<file path="config.mk">
export PLATFORM = sky130hd
export DESIGN_NAME = nearest_manhattan_point_search_unit
export DESIGN_NICKNAME = d
export VERILOG_FILES = /design/src/rtl/core/nmps_pkg.sv /design/src/rtl/core/nmps_excl_cell.sv /design/src/rtl/core/nmps_best_unit.sv /design/src/rtl/core/nearest_manhattan_point_search_unit.sv
export VERILOG_INCLUDE_DIRS = /design/src /design/src/rtl/core
export SDC_FILE = /design/constraint.sdc
export NUM_CORES = 2
export LEC_CHECK = 0
export CAP_MARGIN = 20
export CORE_MARGIN = 5
export CORE_UTILIZATION = 60
export CTS_BUF_LIST = sky130_fd_sc_hd__clkbuf_8
export CTS_CLUSTER_SIZE = 28
export DETAILED_ROUTE_END_ITERATION = 10
export DONT_BUFFER_PORTS = 1
export GPL_ROUTABILITY_DRIVEN = 0
export GPL_TIMING_DRIVEN = 0
export HOLD_SLACK_MARGIN = 0.02
export PLACE_DENSITY = 0.84
export SYNTH_ARGS = -nofsm -noshare
export SYNTH_HDL_FRONTEND = slang
export SYNTH_SLANG_ARGS = --single-unit
</file>
<file path="constraint.sdc">
create_clock -name clk -period 7.1 [get_ports clk]
set_clock_uncertainty 0.2 [all_clocks]
set_input_delay 1.42 -clock clk [delete_from_list [all_inputs] [get_ports clk]]
set_output_delay 1.42 -clock clk [all_outputs]
set_load 0.05 [all_outputs]
</file>
<file path="src/rtl/core/assert_macros.svh">
// assertion macros shared by the search unit modules
`ifndef ASSERT_MACROS_SVH
`define ASSERT_MACROS_SVH

// property checked on every rising clk edge outside reset
`define ASSERT_CLK(label, prop, msg) \
    label: assert property (@(posedge clk) disable iff (!rst_n) (prop)) else $error(msg);

// antecedent on one edge implies consequent on the next edge
`define ASSERT_NEXT(label, ante, cons, msg) \
    label: assert property (@(posedge clk) disable iff (!rst_n) (ante) |=> (cons)) \
        else $error(msg);

`endif

</file>
<file path="src/rtl/core/nmps_pkg.sv">
// shared constants and types for the nearest manhattan point search unit
`timescale 1ns / 1ps

package nmps_pkg;

    localparam int DEF_TABLE_DEPTH   = 64;
    localparam int DEF_EXCLUDE_DEPTH = 16;
    localparam int DEF_COORD_BITS    = 16;

    localparam logic [2:0] OP_CLEAR_ALL  = 3'd0;
    localparam logic [2:0] OP_ADD_POINT  = 3'd1;
    localparam logic [2:0] OP_ADD_EXCL   = 3'd2;
    localparam logic [2:0] OP_QUERY      = 3'd3;
    localparam logic [2:0] OP_CLEAR_EXCL = 3'd4;

    localparam logic [1:0] STATUS_OK   = 2'd0;
    localparam logic [1:0] STATUS_FULL = 2'd1;
    localparam logic [1:0] STATUS_NONE = 2'd2;

    localparam logic [16:0] DIST_MAX = 17'h1ffff;

    typedef enum logic [1:0] {
        S_IDLE,
        S_SCAN,
        S_DRAIN
    } state_t;

    typedef struct packed {
        logic valid;
        logic hit;
    } cell_ctl_t;

endpackage

</file>
<file path="src/rtl/core/nmps_excl_cell.sv">
// one exclusion cell: holds one excluded point and tags matching points passing by
`timescale 1ns / 1ps

module nmps_excl_cell
    import nmps_pkg::*;
#(
    parameter int COORD_BITS = DEF_COORD_BITS,
    parameter int IDX_BITS   = 6,
    parameter int CNT_BITS   = 5,
    parameter int CELL_IDX   = 0
)
(
    input  logic                         clk,
    input  logic                         rst_n,
    input  logic                         wr_en,
    input  logic [CNT_BITS-1:0]          ex_count,
    input  logic signed [COORD_BITS-1:0] wr_x,
    input  logic signed [COORD_BITS-1:0] wr_y,
    input  cell_ctl_t                    in_ctl,
    input  logic signed [COORD_BITS-1:0] in_x,
    input  logic signed [COORD_BITS-1:0] in_y,
    input  logic [IDX_BITS-1:0]          in_idx,
    output cell_ctl_t                    out_ctl,
    output logic signed [COORD_BITS-1:0] out_x,
    output logic signed [COORD_BITS-1:0] out_y,
    output logic [IDX_BITS-1:0]          out_idx
);

    logic signed [COORD_BITS-1:0] ex_x_reg;
    logic signed [COORD_BITS-1:0] ex_y_reg;
    cell_ctl_t                    ctl_reg;
    cell_ctl_t                    ctl_next;
    logic signed [COORD_BITS-1:0] x_reg;
    logic signed [COORD_BITS-1:0] y_reg;
    logic [IDX_BITS-1:0]          idx_reg;
    logic                         live;
    logic                         match;

    // entry takes part only once it lies below the fill count
    assign live  = CNT_BITS'(CELL_IDX) < ex_count;
    assign match = live && (ex_x_reg == in_x) && (ex_y_reg == in_y);

    always_comb
    begin
        ctl_next.valid = in_ctl.valid;
        ctl_next.hit   = in_ctl.valid && (in_ctl.hit || match);
    end

    always_ff @(posedge clk or negedge rst_n)
    begin
        if (!rst_n)
        begin
            ctl_reg <= '0;
        end
        else
        begin
            ctl_reg <= ctl_next;
        end
    end

    always_ff @(posedge clk)
    begin
        if (wr_en && (ex_count == CNT_BITS'(CELL_IDX)))
        begin
            ex_x_reg <= wr_x;
            ex_y_reg <= wr_y;
        end
        x_reg   <= in_x;
        y_reg   <= in_y;
        idx_reg <= in_idx;
    end

    assign out_ctl = ctl_reg;
    assign out_x   = x_reg;
    assign out_y   = y_reg;
    assign out_idx = idx_reg;

endmodule

</file>
<file path="src/rtl/core/nmps_best_unit.sv">
// distance stage and running minimum at the end of the exclusion chain
`timescale 1ns / 1ps
`include "assert_macros.svh"

module nmps_best_unit
    import nmps_pkg::*;
#(
    parameter int COORD_BITS = DEF_COORD_BITS,
    parameter int IDX_BITS   = 6
)
(
    input  logic                         clk,
    input  logic                         rst_n,
    input  logic                         clear,
    input  logic signed [COORD_BITS-1:0] qx,
    input  logic signed [COORD_BITS-1:0] qy,
    input  cell_ctl_t                    in_ctl,
    input  logic signed [COORD_BITS-1:0] in_x,
    input  logic signed [COORD_BITS-1:0] in_y,
    input  logic [IDX_BITS-1:0]          in_idx,
    output logic                         found,
    output logic [COORD_BITS:0]          best_dist,
    output logic [IDX_BITS-1:0]          best_idx
);

    logic                  v1_reg;
    logic [COORD_BITS-1:0] dx_reg;
    logic [COORD_BITS-1:0] dy_reg;
    logic [IDX_BITS-1:0]   i1_reg;
    logic                  found_reg;
    logic [COORD_BITS:0]   best_d_reg;
    logic [IDX_BITS-1:0]   best_i_reg;

    logic [COORD_BITS:0]   ddx;
    logic [COORD_BITS:0]   ddy;
    logic [COORD_BITS:0]   negx;
    logic [COORD_BITS:0]   negy;
    logic [COORD_BITS-1:0] dx_next;
    logic [COORD_BITS-1:0] dy_next;
    logic [COORD_BITS:0]   dsum;
    logic                  take;

    // sign extended differences, then magnitude
    assign ddx  = {qx[COORD_BITS-1], qx} - {in_x[COORD_BITS-1], in_x};
    assign ddy  = {qy[COORD_BITS-1], qy} - {in_y[COORD_BITS-1], in_y};
    assign negx = -ddx;
    assign negy = -ddy;
    assign dx_next = ddx[COORD_BITS] ? negx[COORD_BITS-1:0] : ddx[COORD_BITS-1:0];
    assign dy_next = ddy[COORD_BITS] ? negy[COORD_BITS-1:0] : ddy[COORD_BITS-1:0];

    assign dsum = {1'b0, dx_reg} + {1'b0, dy_reg};
    // later entry wins a tie, zero distance never qualifies
    assign take = v1_reg && (dsum != '0) && (!found_reg || (dsum <= best_d_reg));

    always_ff @(posedge clk or negedge rst_n)
    begin
        if (!rst_n)
        begin
            v1_reg    <= 1'b0;
            found_reg <= 1'b0;
        end
        else
        begin
            v1_reg <= in_ctl.valid && !in_ctl.hit;
            if (clear)
            begin
                found_reg <= 1'b0;
            end
            else if (take)
            begin
                found_reg <= 1'b1;
            end
        end
    end

    always_ff @(posedge clk)
    begin
        dx_reg <= dx_next;
        dy_reg <= dy_next;
        i1_reg <= in_idx;
        if (take && !clear)
        begin
            best_d_reg <= dsum;
            best_i_reg <= i1_reg;
        end
    end

    assign found     = found_reg;
    assign best_dist = best_d_reg;
    assign best_idx  = best_i_reg;

    `ASSERT_CLK(a_best_nonzero, found_reg |-> (best_d_reg != '0), "best distance is zero")
    `ASSERT_NEXT(a_clear_found, clear, !found_reg, "found not cleared at query start")

endmodule

</file>
<file path="src/rtl/core/nearest_manhattan_point_search_unit.sv">
// top level of the nearest manhattan point search unit
`timescale 1ns / 1ps
`include "assert_macros.svh"

// Each transaction (start high while busy is low) clears, appends a point or an
// exclusion, or runs a query; exactly one result follows, shown for one cycle with
// done high, and the receiver cannot stall it. Clear and append transactions keep
// busy low and give their result in the next cycle, so they can be issued back to
// back. A query holds busy while it scans the table and drains the chain, and its result
// shows in the cycle in which busy falls: the point table has a single read port that
// streams one stored point per cycle into a chain of EXCLUDE_DEPTH exclusion cells,
// followed by a two stage distance and minimum unit, and the chain must drain.
// The exclusion cells compare every point against every exclusion in flight, so
// the query cost grows with the table fill, not with table times exclusion depth.
module nearest_manhattan_point_search_unit
    import nmps_pkg::*;
#(
    parameter int TABLE_DEPTH   = DEF_TABLE_DEPTH,
    parameter int EXCLUDE_DEPTH = DEF_EXCLUDE_DEPTH,
    parameter int COORD_BITS    = DEF_COORD_BITS
)
(
    input  logic               clk,
    input  logic               rst_n,
    input  logic               start,
    output logic               busy,
    input  logic [2:0]         operation,
    input  logic signed [15:0] coord_x,
    input  logic signed [15:0] coord_y,
    output logic               done,
    output logic [1:0]         status,
    output logic [5:0]         best_index,
    output logic [16:0]        best_distance
);

    localparam int IW  = $clog2(TABLE_DEPTH);
    localparam int PCW = $clog2(TABLE_DEPTH + 1);
    localparam int ECW = $clog2(EXCLUDE_DEPTH + 1);
    localparam int DCW = $clog2(EXCLUDE_DEPTH + 2);
    localparam int CB  = COORD_BITS;
    localparam int DW  = COORD_BITS + 1;
    localparam logic [DCW-1:0] DRAIN_LAST = DCW'(EXCLUDE_DEPTH + 1);

    state_t state_reg;
    state_t state_next;

    logic [PCW-1:0] pt_count_reg;
    logic [PCW-1:0] pt_count_next;
    logic [ECW-1:0] ex_count_reg;
    logic [ECW-1:0] ex_count_next;
    logic [PCW-1:0] rd_idx_reg;
    logic [PCW-1:0] rd_idx_next;
    logic [DCW-1:0] drain_cnt_reg;
    logic [DCW-1:0] drain_cnt_next;

    logic signed [CB-1:0] qx_reg;
    logic signed [CB-1:0] qy_reg;
    logic signed [CB-1:0] cx;
    logic signed [CB-1:0] cy;

    logic [2*CB-1:0] pt_mem [TABLE_DEPTH];
    logic [2*CB-1:0] rd_data_reg;
    logic            rd_valid_reg;
    logic [IW-1:0]   rd_pidx_reg;

    logic        done_reg;
    logic        done_next;
    logic [1:0]  status_reg;
    logic [1:0]  status_next;
    logic [5:0]  index_reg;
    logic [5:0]  index_next;
    logic [16:0] dist_reg;
    logic [16:0] dist_next;

    logic accept;
    logic issue;
    logic q_start;
    logic q_finish;
    logic pt_full;
    logic ex_full;
    logic ex_wr;

    logic          found;
    logic [DW-1:0] best_d;
    logic [IW-1:0] best_i;
    logic [5:0]    res_idx;
    logic [16:0]   res_dist;

    cell_ctl_t            ch_ctl [EXCLUDE_DEPTH+1];
    logic signed [CB-1:0] ch_x   [EXCLUDE_DEPTH+1];
    logic signed [CB-1:0] ch_y   [EXCLUDE_DEPTH+1];
    logic [IW-1:0]        ch_idx [EXCLUDE_DEPTH+1];

    // coordinates are the low COORD_BITS bits, sign extended
    generate
        if (CB <= 16)
        begin : g_coord_narrow
            assign cx = coord_x[CB-1:0];
            assign cy = coord_y[CB-1:0];
        end
        else
        begin : g_coord_wide
            assign cx = {{(CB-16){coord_x[15]}}, coord_x};
            assign cy = {{(CB-16){coord_y[15]}}, coord_y};
        end
        if (IW >= 6)
        begin : g_idx_cut
            assign res_idx = best_i[5:0];
        end
        else
        begin : g_idx_ext
            assign res_idx = 6'(best_i);
        end
        if (DW > 17)
        begin : g_dist_sat
            assign res_dist = (best_d > DW'(DIST_MAX)) ? DIST_MAX : best_d[16:0];
        end
        else
        begin : g_dist_ext
            assign res_dist = 17'(best_d);
        end
    endgenerate

    assign accept  = start && !busy;
    assign pt_full = (pt_count_reg == PCW'(TABLE_DEPTH));
    assign ex_full = (ex_count_reg == ECW'(EXCLUDE_DEPTH));
    assign ex_wr   = accept && (operation == OP_ADD_EXCL) && !ex_full;

    // next state
    always_comb
    begin
        state_next = state_reg;
        unique case (state_reg)
            S_IDLE:
            begin
                if (accept && (operation == OP_QUERY))
                begin
                    state_next = S_SCAN;
                end
            end
            S_SCAN:
            begin
                if (rd_idx_reg == pt_count_reg)
                begin
                    state_next = S_DRAIN;
                end
            end
            S_DRAIN:
            begin
                if (drain_cnt_reg == DRAIN_LAST)
                begin
                    state_next = S_IDLE;
                end
            end
            default:
            begin
                state_next = S_IDLE;
            end
        endcase
    end

    // state machine outputs
    always_comb
    begin
        busy     = 1'b1;
        issue    = 1'b0;
        q_start  = 1'b0;
        q_finish = 1'b0;
        unique case (state_reg)
            S_IDLE:
            begin
                busy    = 1'b0;
                q_start = start && (operation == OP_QUERY);
            end
            S_SCAN:
            begin
                issue = (rd_idx_reg != pt_count_reg);
            end
            S_DRAIN:
            begin
                q_finish = (drain_cnt_reg == DRAIN_LAST);
            end
            default:
            begin
                busy = 1'b1;
            end
        endcase
    end

    // counters and result
    always_comb
    begin
        pt_count_next  = pt_count_reg;
        ex_count_next  = ex_count_reg;
        rd_idx_next    = rd_idx_reg;
        drain_cnt_next = drain_cnt_reg;
        done_next      = 1'b0;
        status_next    = status_reg;
        index_next     = index_reg;
        dist_next      = dist_reg;

        if (q_start)
        begin
            rd_idx_next = '0;
        end
        else if (issue)
        begin
            rd_idx_next = rd_idx_reg + 1'b1;
        end

        if (state_reg == S_DRAIN)
        begin
            drain_cnt_next = drain_cnt_reg + 1'b1;
        end
        else
        begin
            drain_cnt_next = '0;
        end

        if (accept && (operation != OP_QUERY))
        begin
            done_next   = 1'b1;
            status_next = STATUS_OK;
            index_next  = '0;
            dist_next   = '0;
            case (operation)
                OP_CLEAR_ALL:
                begin
                    pt_count_next = '0;
                    ex_count_next = '0;
                end
                OP_ADD_POINT:
                begin
                    if (pt_full)
                    begin
                        status_next = STATUS_FULL;
                    end
                    else
                    begin
                        pt_count_next = pt_count_reg + 1'b1;
                    end
                end
                OP_ADD_EXCL:
                begin
                    if (ex_full)
                    begin
                        status_next = STATUS_FULL;
                    end
                    else
                    begin
                        ex_count_next = ex_count_reg + 1'b1;
                    end
                end
                OP_CLEAR_EXCL:
                begin
                    ex_count_next = '0;
                end
                default:
                begin
                    status_next = STATUS_OK;
                end
            endcase
        end
        else if (q_finish)
        begin
            done_next   = 1'b1;
            status_next = found ? STATUS_OK : STATUS_NONE;
            index_next  = found ? res_idx : 6'd0;
            dist_next   = found ? res_dist : 17'd0;
        end
    end

    always_ff @(posedge clk or negedge rst_n)
    begin
        if (!rst_n)
        begin
            state_reg     <= S_IDLE;
            pt_count_reg  <= '0;
            ex_count_reg  <= '0;
            rd_idx_reg    <= '0;
            drain_cnt_reg <= '0;
            rd_valid_reg  <= 1'b0;
            done_reg      <= 1'b0;
        end
        else
        begin
            state_reg     <= state_next;
            pt_count_reg  <= pt_count_next;
            ex_count_reg  <= ex_count_next;
            rd_idx_reg    <= rd_idx_next;
            drain_cnt_reg <= drain_cnt_next;
            rd_valid_reg  <= issue;
            done_reg      <= done_next;
        end
    end

    // point table and query registers
    always_ff @(posedge clk)
    begin
        if (accept && (operation == OP_ADD_POINT) && !pt_full)
        begin
            pt_mem[pt_count_reg[IW-1:0]] <= {cx, cy};
        end
        rd_data_reg <= pt_mem[rd_idx_reg[IW-1:0]];
        rd_pidx_reg <= rd_idx_reg[IW-1:0];
        if (q_start)
        begin
            qx_reg <= cx;
            qy_reg <= cy;
        end
        status_reg <= status_next;
        index_reg  <= index_next;
        dist_reg   <= dist_next;
    end

    assign ch_ctl[0] = '{valid: rd_valid_reg, hit: 1'b0};
    assign ch_x[0]   = rd_data_reg[2*CB-1:CB];
    assign ch_y[0]   = rd_data_reg[CB-1:0];
    assign ch_idx[0] = rd_pidx_reg;

    generate
        for (genvar k = 0; k < EXCLUDE_DEPTH; k++)
        begin : g_cell
            nmps_excl_cell #(
                .COORD_BITS (CB),
                .IDX_BITS   (IW),
                .CNT_BITS   (ECW),
                .CELL_IDX   (k)
            ) u_cell (
                .clk      (clk),
                .rst_n    (rst_n),
                .wr_en    (ex_wr),
                .ex_count (ex_count_reg),
                .wr_x     (cx),
                .wr_y     (cy),
                .in_ctl   (ch_ctl[k]),
                .in_x     (ch_x[k]),
                .in_y     (ch_y[k]),
                .in_idx   (ch_idx[k]),
                .out_ctl  (ch_ctl[k+1]),
                .out_x    (ch_x[k+1]),
                .out_y    (ch_y[k+1]),
                .out_idx  (ch_idx[k+1])
            );
        end
    endgenerate

    nmps_best_unit #(
        .COORD_BITS (CB),
        .IDX_BITS   (IW)
    ) u_best (
        .clk       (clk),
        .rst_n     (rst_n),
        .clear     (q_start),
        .qx        (qx_reg),
        .qy        (qy_reg),
        .in_ctl    (ch_ctl[EXCLUDE_DEPTH]),
        .in_x      (ch_x[EXCLUDE_DEPTH]),
        .in_y      (ch_y[EXCLUDE_DEPTH]),
        .in_idx    (ch_idx[EXCLUDE_DEPTH]),
        .found     (found),
        .best_dist (best_d),
        .best_idx  (best_i)
    );

    assign done          = done_reg;
    assign status        = status_reg;
    assign best_index    = index_reg;
    assign best_distance = dist_reg;

    `ASSERT_CLK(a_done_cause,
        done_reg |-> $past(q_finish || (accept && (operation != OP_QUERY))),
        "result without a transaction")
    `ASSERT_CLK(a_pt_bound, pt_count_reg <= PCW'(TABLE_DEPTH), "point count beyond table depth")
    `ASSERT_CLK(a_read_in_scan, rd_valid_reg |-> (state_reg == S_SCAN), "table read outside scan")

endmodule
</file>
==> metrics.md <==
| Metric | Value |
|---|---|
| Synth async-reset ratio | `1.83%` |
| Leak | `45.4 nW` |
| Vias in the first global route | `64200` |
| TritonCTS Sinks | `3386` |
| Internal | `38.4 mW` |
| R2R cell count | `6` |
| Largest net degree at the start of global routing | `82` |
| Buffer depth of the longest clock path | `4` |
| Yosys reg bits | `3386` |
| Worst Tran Pin Value | `1.39 ns` |
| CTS Buf Count | `492` |
| Total Power | `57.0 mW` |
| DRT Pass-1 Iters | `11` |
| Synth top area cells | `edfxtp_1 (65%), mux4_2 (13%), dfxtp_1 (12%), xnor2_1 (2.4%), xor2_1 (1.9%)` |
| Clk pwr share | `27.3%` |
| Post-route cell area | `0.137 mm^2` |
| Final Max Slew Viols | `0` |
| Layout cells sized above 1 | `23.2%` |
| Post-Synth Simple-Gate Area | `2.22%` |
| Final setup fails | `0` |
| VDD IR max | `0.000255 V` |
| Num rows | `164` |
| Core Region | `0.200 mm^2` |
| Via/cell ratio | `6.77` |
| CTS tree | `built` |
| Worst path max stage delay | `0.98 ns` |
| Post-Syn Instances | `5731` |
| # DRC | `0` |
| I/O Buffers | `0` |
| Post-Synthesis Cell Area | `0.121 mm^2` |
| Post-CTS Setup Repair Bufs | `0` |
| Detailed Route Iter0 Violations | `10400` |
| Arrival time worst endpoint | `6.31 ns` |
| Post-synthesis compound-gate area fraction | `1.27%` |
| Root Driver | `clkbuf_8` |
| Die area | `0.211 mm^2` |
| Switch Pwr | `18.6 mW` |
| Worst path most repeated cell | `mux4_2` |
| Critical Path Start Type | `flip-flop` |
| Mux cell area share after synthesis | `12.6%` |
| Initial antenna violation count | `55` |
| Dominant synthesized flop cell | `edfxtp_1` |
| Initial core utilization | `60.4%` |
| First-pass GRT wire length | `471000 um` |
| Critical-path top delay cell | `clkbuf_1` |
| RSZ-0062 raised after global routing | `false` |
| Max Fclk | `0.182 GHz` |
| Routed length per instance | `36.2 um` |
| Sequential area share after synthesis | `78.0%` |
| Yosys warnings | `0` |
| Sw frac | `32.6%` |
| Crit share post-route | `77.4%` |
| Fraction of synthesized cell area in xor and xnor cells | `4.33%` |
| Placed wire-length estimate | `202000 um` |
| Top-area cell type share of the netlist area | `65.0%` |
| Synthesized area per cell | `21.1 um^2` |
| Worst-skew pair later-pin latency | `1.17 ns` |
| Die Y | `459 um` |
| Gr ovfl total | `0` |
| Leading area contributor after synthesis | `edfxtp_1` |
| H-tree lvl count | `5` |
| Worst-path clk slew | `0.08 ns` |
| Die W | `459 um` |
| Pwr dens | `416 mW/mm^2` |
| HP Class | `reg2reg` |
| Top Ports | `65` |
| Post-synth EDFFs | `2617` |
| Status | `finished clean` |
| Synth Area in Adders | `0.826%` |
| Post-DRT Antenna Nets | `0` |
| Area grow syn2layout | `13.4%` |
| Crit. End Element | `flip-flop` |
| Fin nets | `6465` |
| Hold_buf cts | `2` |
| Final Hold Viols | `0` |
| Drt total wl | `342000 um` |
| Largest family of logic cells by synthesized area | `multiplexers` |
| Final Critical Period | `5.50 ns` |
| Mapped Nets | `5847` |
| Setup CP Type | `reg2reg` |
| Critical path fanouts, max | `11` |
| Critical-path cell list | `clkbuf_1, clkbuf_1, buf_1, mux4_2, mux4_2, mux4_2` |
| CP top delay family | `buffers and inverters` |
| Via count | `64000` |
| Placed Area | `0.127 mm^2` |
| Sequential Power Share | `45.1%` |
| Req. time, crit path | `7.91 ns` |
| Total track usage | `31.9%` |
| Synth cell types | `70` |
| Gate power share | `27.6%` |
| CTS resizes | `0` |
| Hold path cells | `0` |
| Rel. slew slack | `7.33%` |
| Worst path buffer plus inverter count | `3` |
| Max reg flops | `2048` |
| CP Depth | `6` |
| Max_cap viols | `0` |
cell usage after synthesis (50+ instances only):
cell type / number
edfxtp_1: 2617
inv_1: 77
xnor2_1: 338
dfrtp_1: 62
ha_1: 75
dfxtp_1: 707
nand4_1: 90
nand2_1: 50
nor2_1: 155
clkbuf_1: 130
mux4_2: 672
nor4_1: 77
buf_1: 50
xor2_1: 260
power groups by stage:
stage                     clock network, mW  registers [mW]  logic (mW)
after floorplan                           0            25.1        9.51
after global placement                    0            25.9        13.6
after detailed placement                  0            26.0        14.5
after CTS                              15.5            25.7        14.8
after global routing                   16.6            25.8        16.1
final                                  15.6            25.7        15.7
layout by cell type (no fill, tap or decap), types with 77 or more instances in the layout:
cell type  netlist  routed
nor2_1         155      88
inv_1           77     239
xor2_1         260     260
edfxtp_1      2617    2617
nor4_1          77      77
dfxtp_1        707     707
nand4_1         90      90
clkbuf_8         0     554
xnor2_1        338     338
mux4_2         672     672
clkbuf_1       130     128
clkinv_2         0      80
worst register-to-register path, cell delays in order, from the launching register on:
cell	delay (ns)
dfrtp_1	0.47
clkbuf_1	0.91
clkbuf_1	0.99
buf_1	0.87
mux4_2	0.63
mux4_2	0.62
mux4_2	0.63
final timing paths:
check / startpoint / to / slack [ns]
min in group asynchronous: rst_n / rd_idx_reg[2]$_DFFE_PN0P_ / 0.74
max in group asynchronous: rst_n / u_best.found$_DFFE_PN0P_ / 5.54
worst min-delay path: g_cell[11].u_cell.out_idx[5]$_DFF_P_ / g_cell[12].u_cell.out_idx[5]$_DFF_P_ / 0.09
worst max-delay path: rd_idx_reg[0]$_DFFE_PN0P_ / rd_data_reg[8]$_DFF_P_ / 1.60
worst min register to register: g_cell[11].u_cell.out_idx[5]$_DFF_P_ / g_cell[12].u_cell.out_idx[5]$_DFF_P_ / 0.09
worst max register to register: rd_idx_reg[0]$_DFFE_PN0P_ / rd_data_reg[8]$_DFF_P_ / 1.60
routing by layer:
layer,global-route usage (%),wire [um]
met1,37.4,104000
met2,51.3,166000
met3,9.43,44400
met4,21.8,28000
met5,0,110
per-stage QoR:
step	hold slack [ns]	TNS [ns]	utilization (%)	std cells	setup WS (ns)
2_1_floorplan	0.110	0	-	5731	1.12
3_3_place_gp	0.112	-99.21	62.1	8387	-1.03
3_5_place_dp	0.112	0	63.4	8479	1.27
4_1_cts	0.0834	0	68.3	9384	1.62
5_1_grt	0.108	0	68.5	9419	1.65
6_report	0.0857	0	68.5	9450	1.60
kinds of logic (layout without fill, tap and decap cells):
| logic type | count (synthesis) | in the layout |
|---|---|---|
| DFF | 3386 | 3386 |
| muxes | 676 | 676 |
| xor gates and xnor gates | 598 | 598 |
| and+or+nand+nor | 515 | 515 |
| buffers and inverters | 259 | 1286 |
| AOI/OAI and AO/OA | 219 | 219 |
| adders and majority gates | 78 | 78 |
| other | 0 | 36 |
final cells by class:
class	instances	area, um^2
fillers	10900	63000
well taps	2656	3320
clock inverters	349	2080
inverters	77	289
diodes	36	90.1
flip-flops and latches	3386	94300
repair buffers	124	2540
multi-input cells	2086	26200
clock buffers	554	7620
plain buffers	182	689
Note: power is estimated with default switching activity, not from simulation.
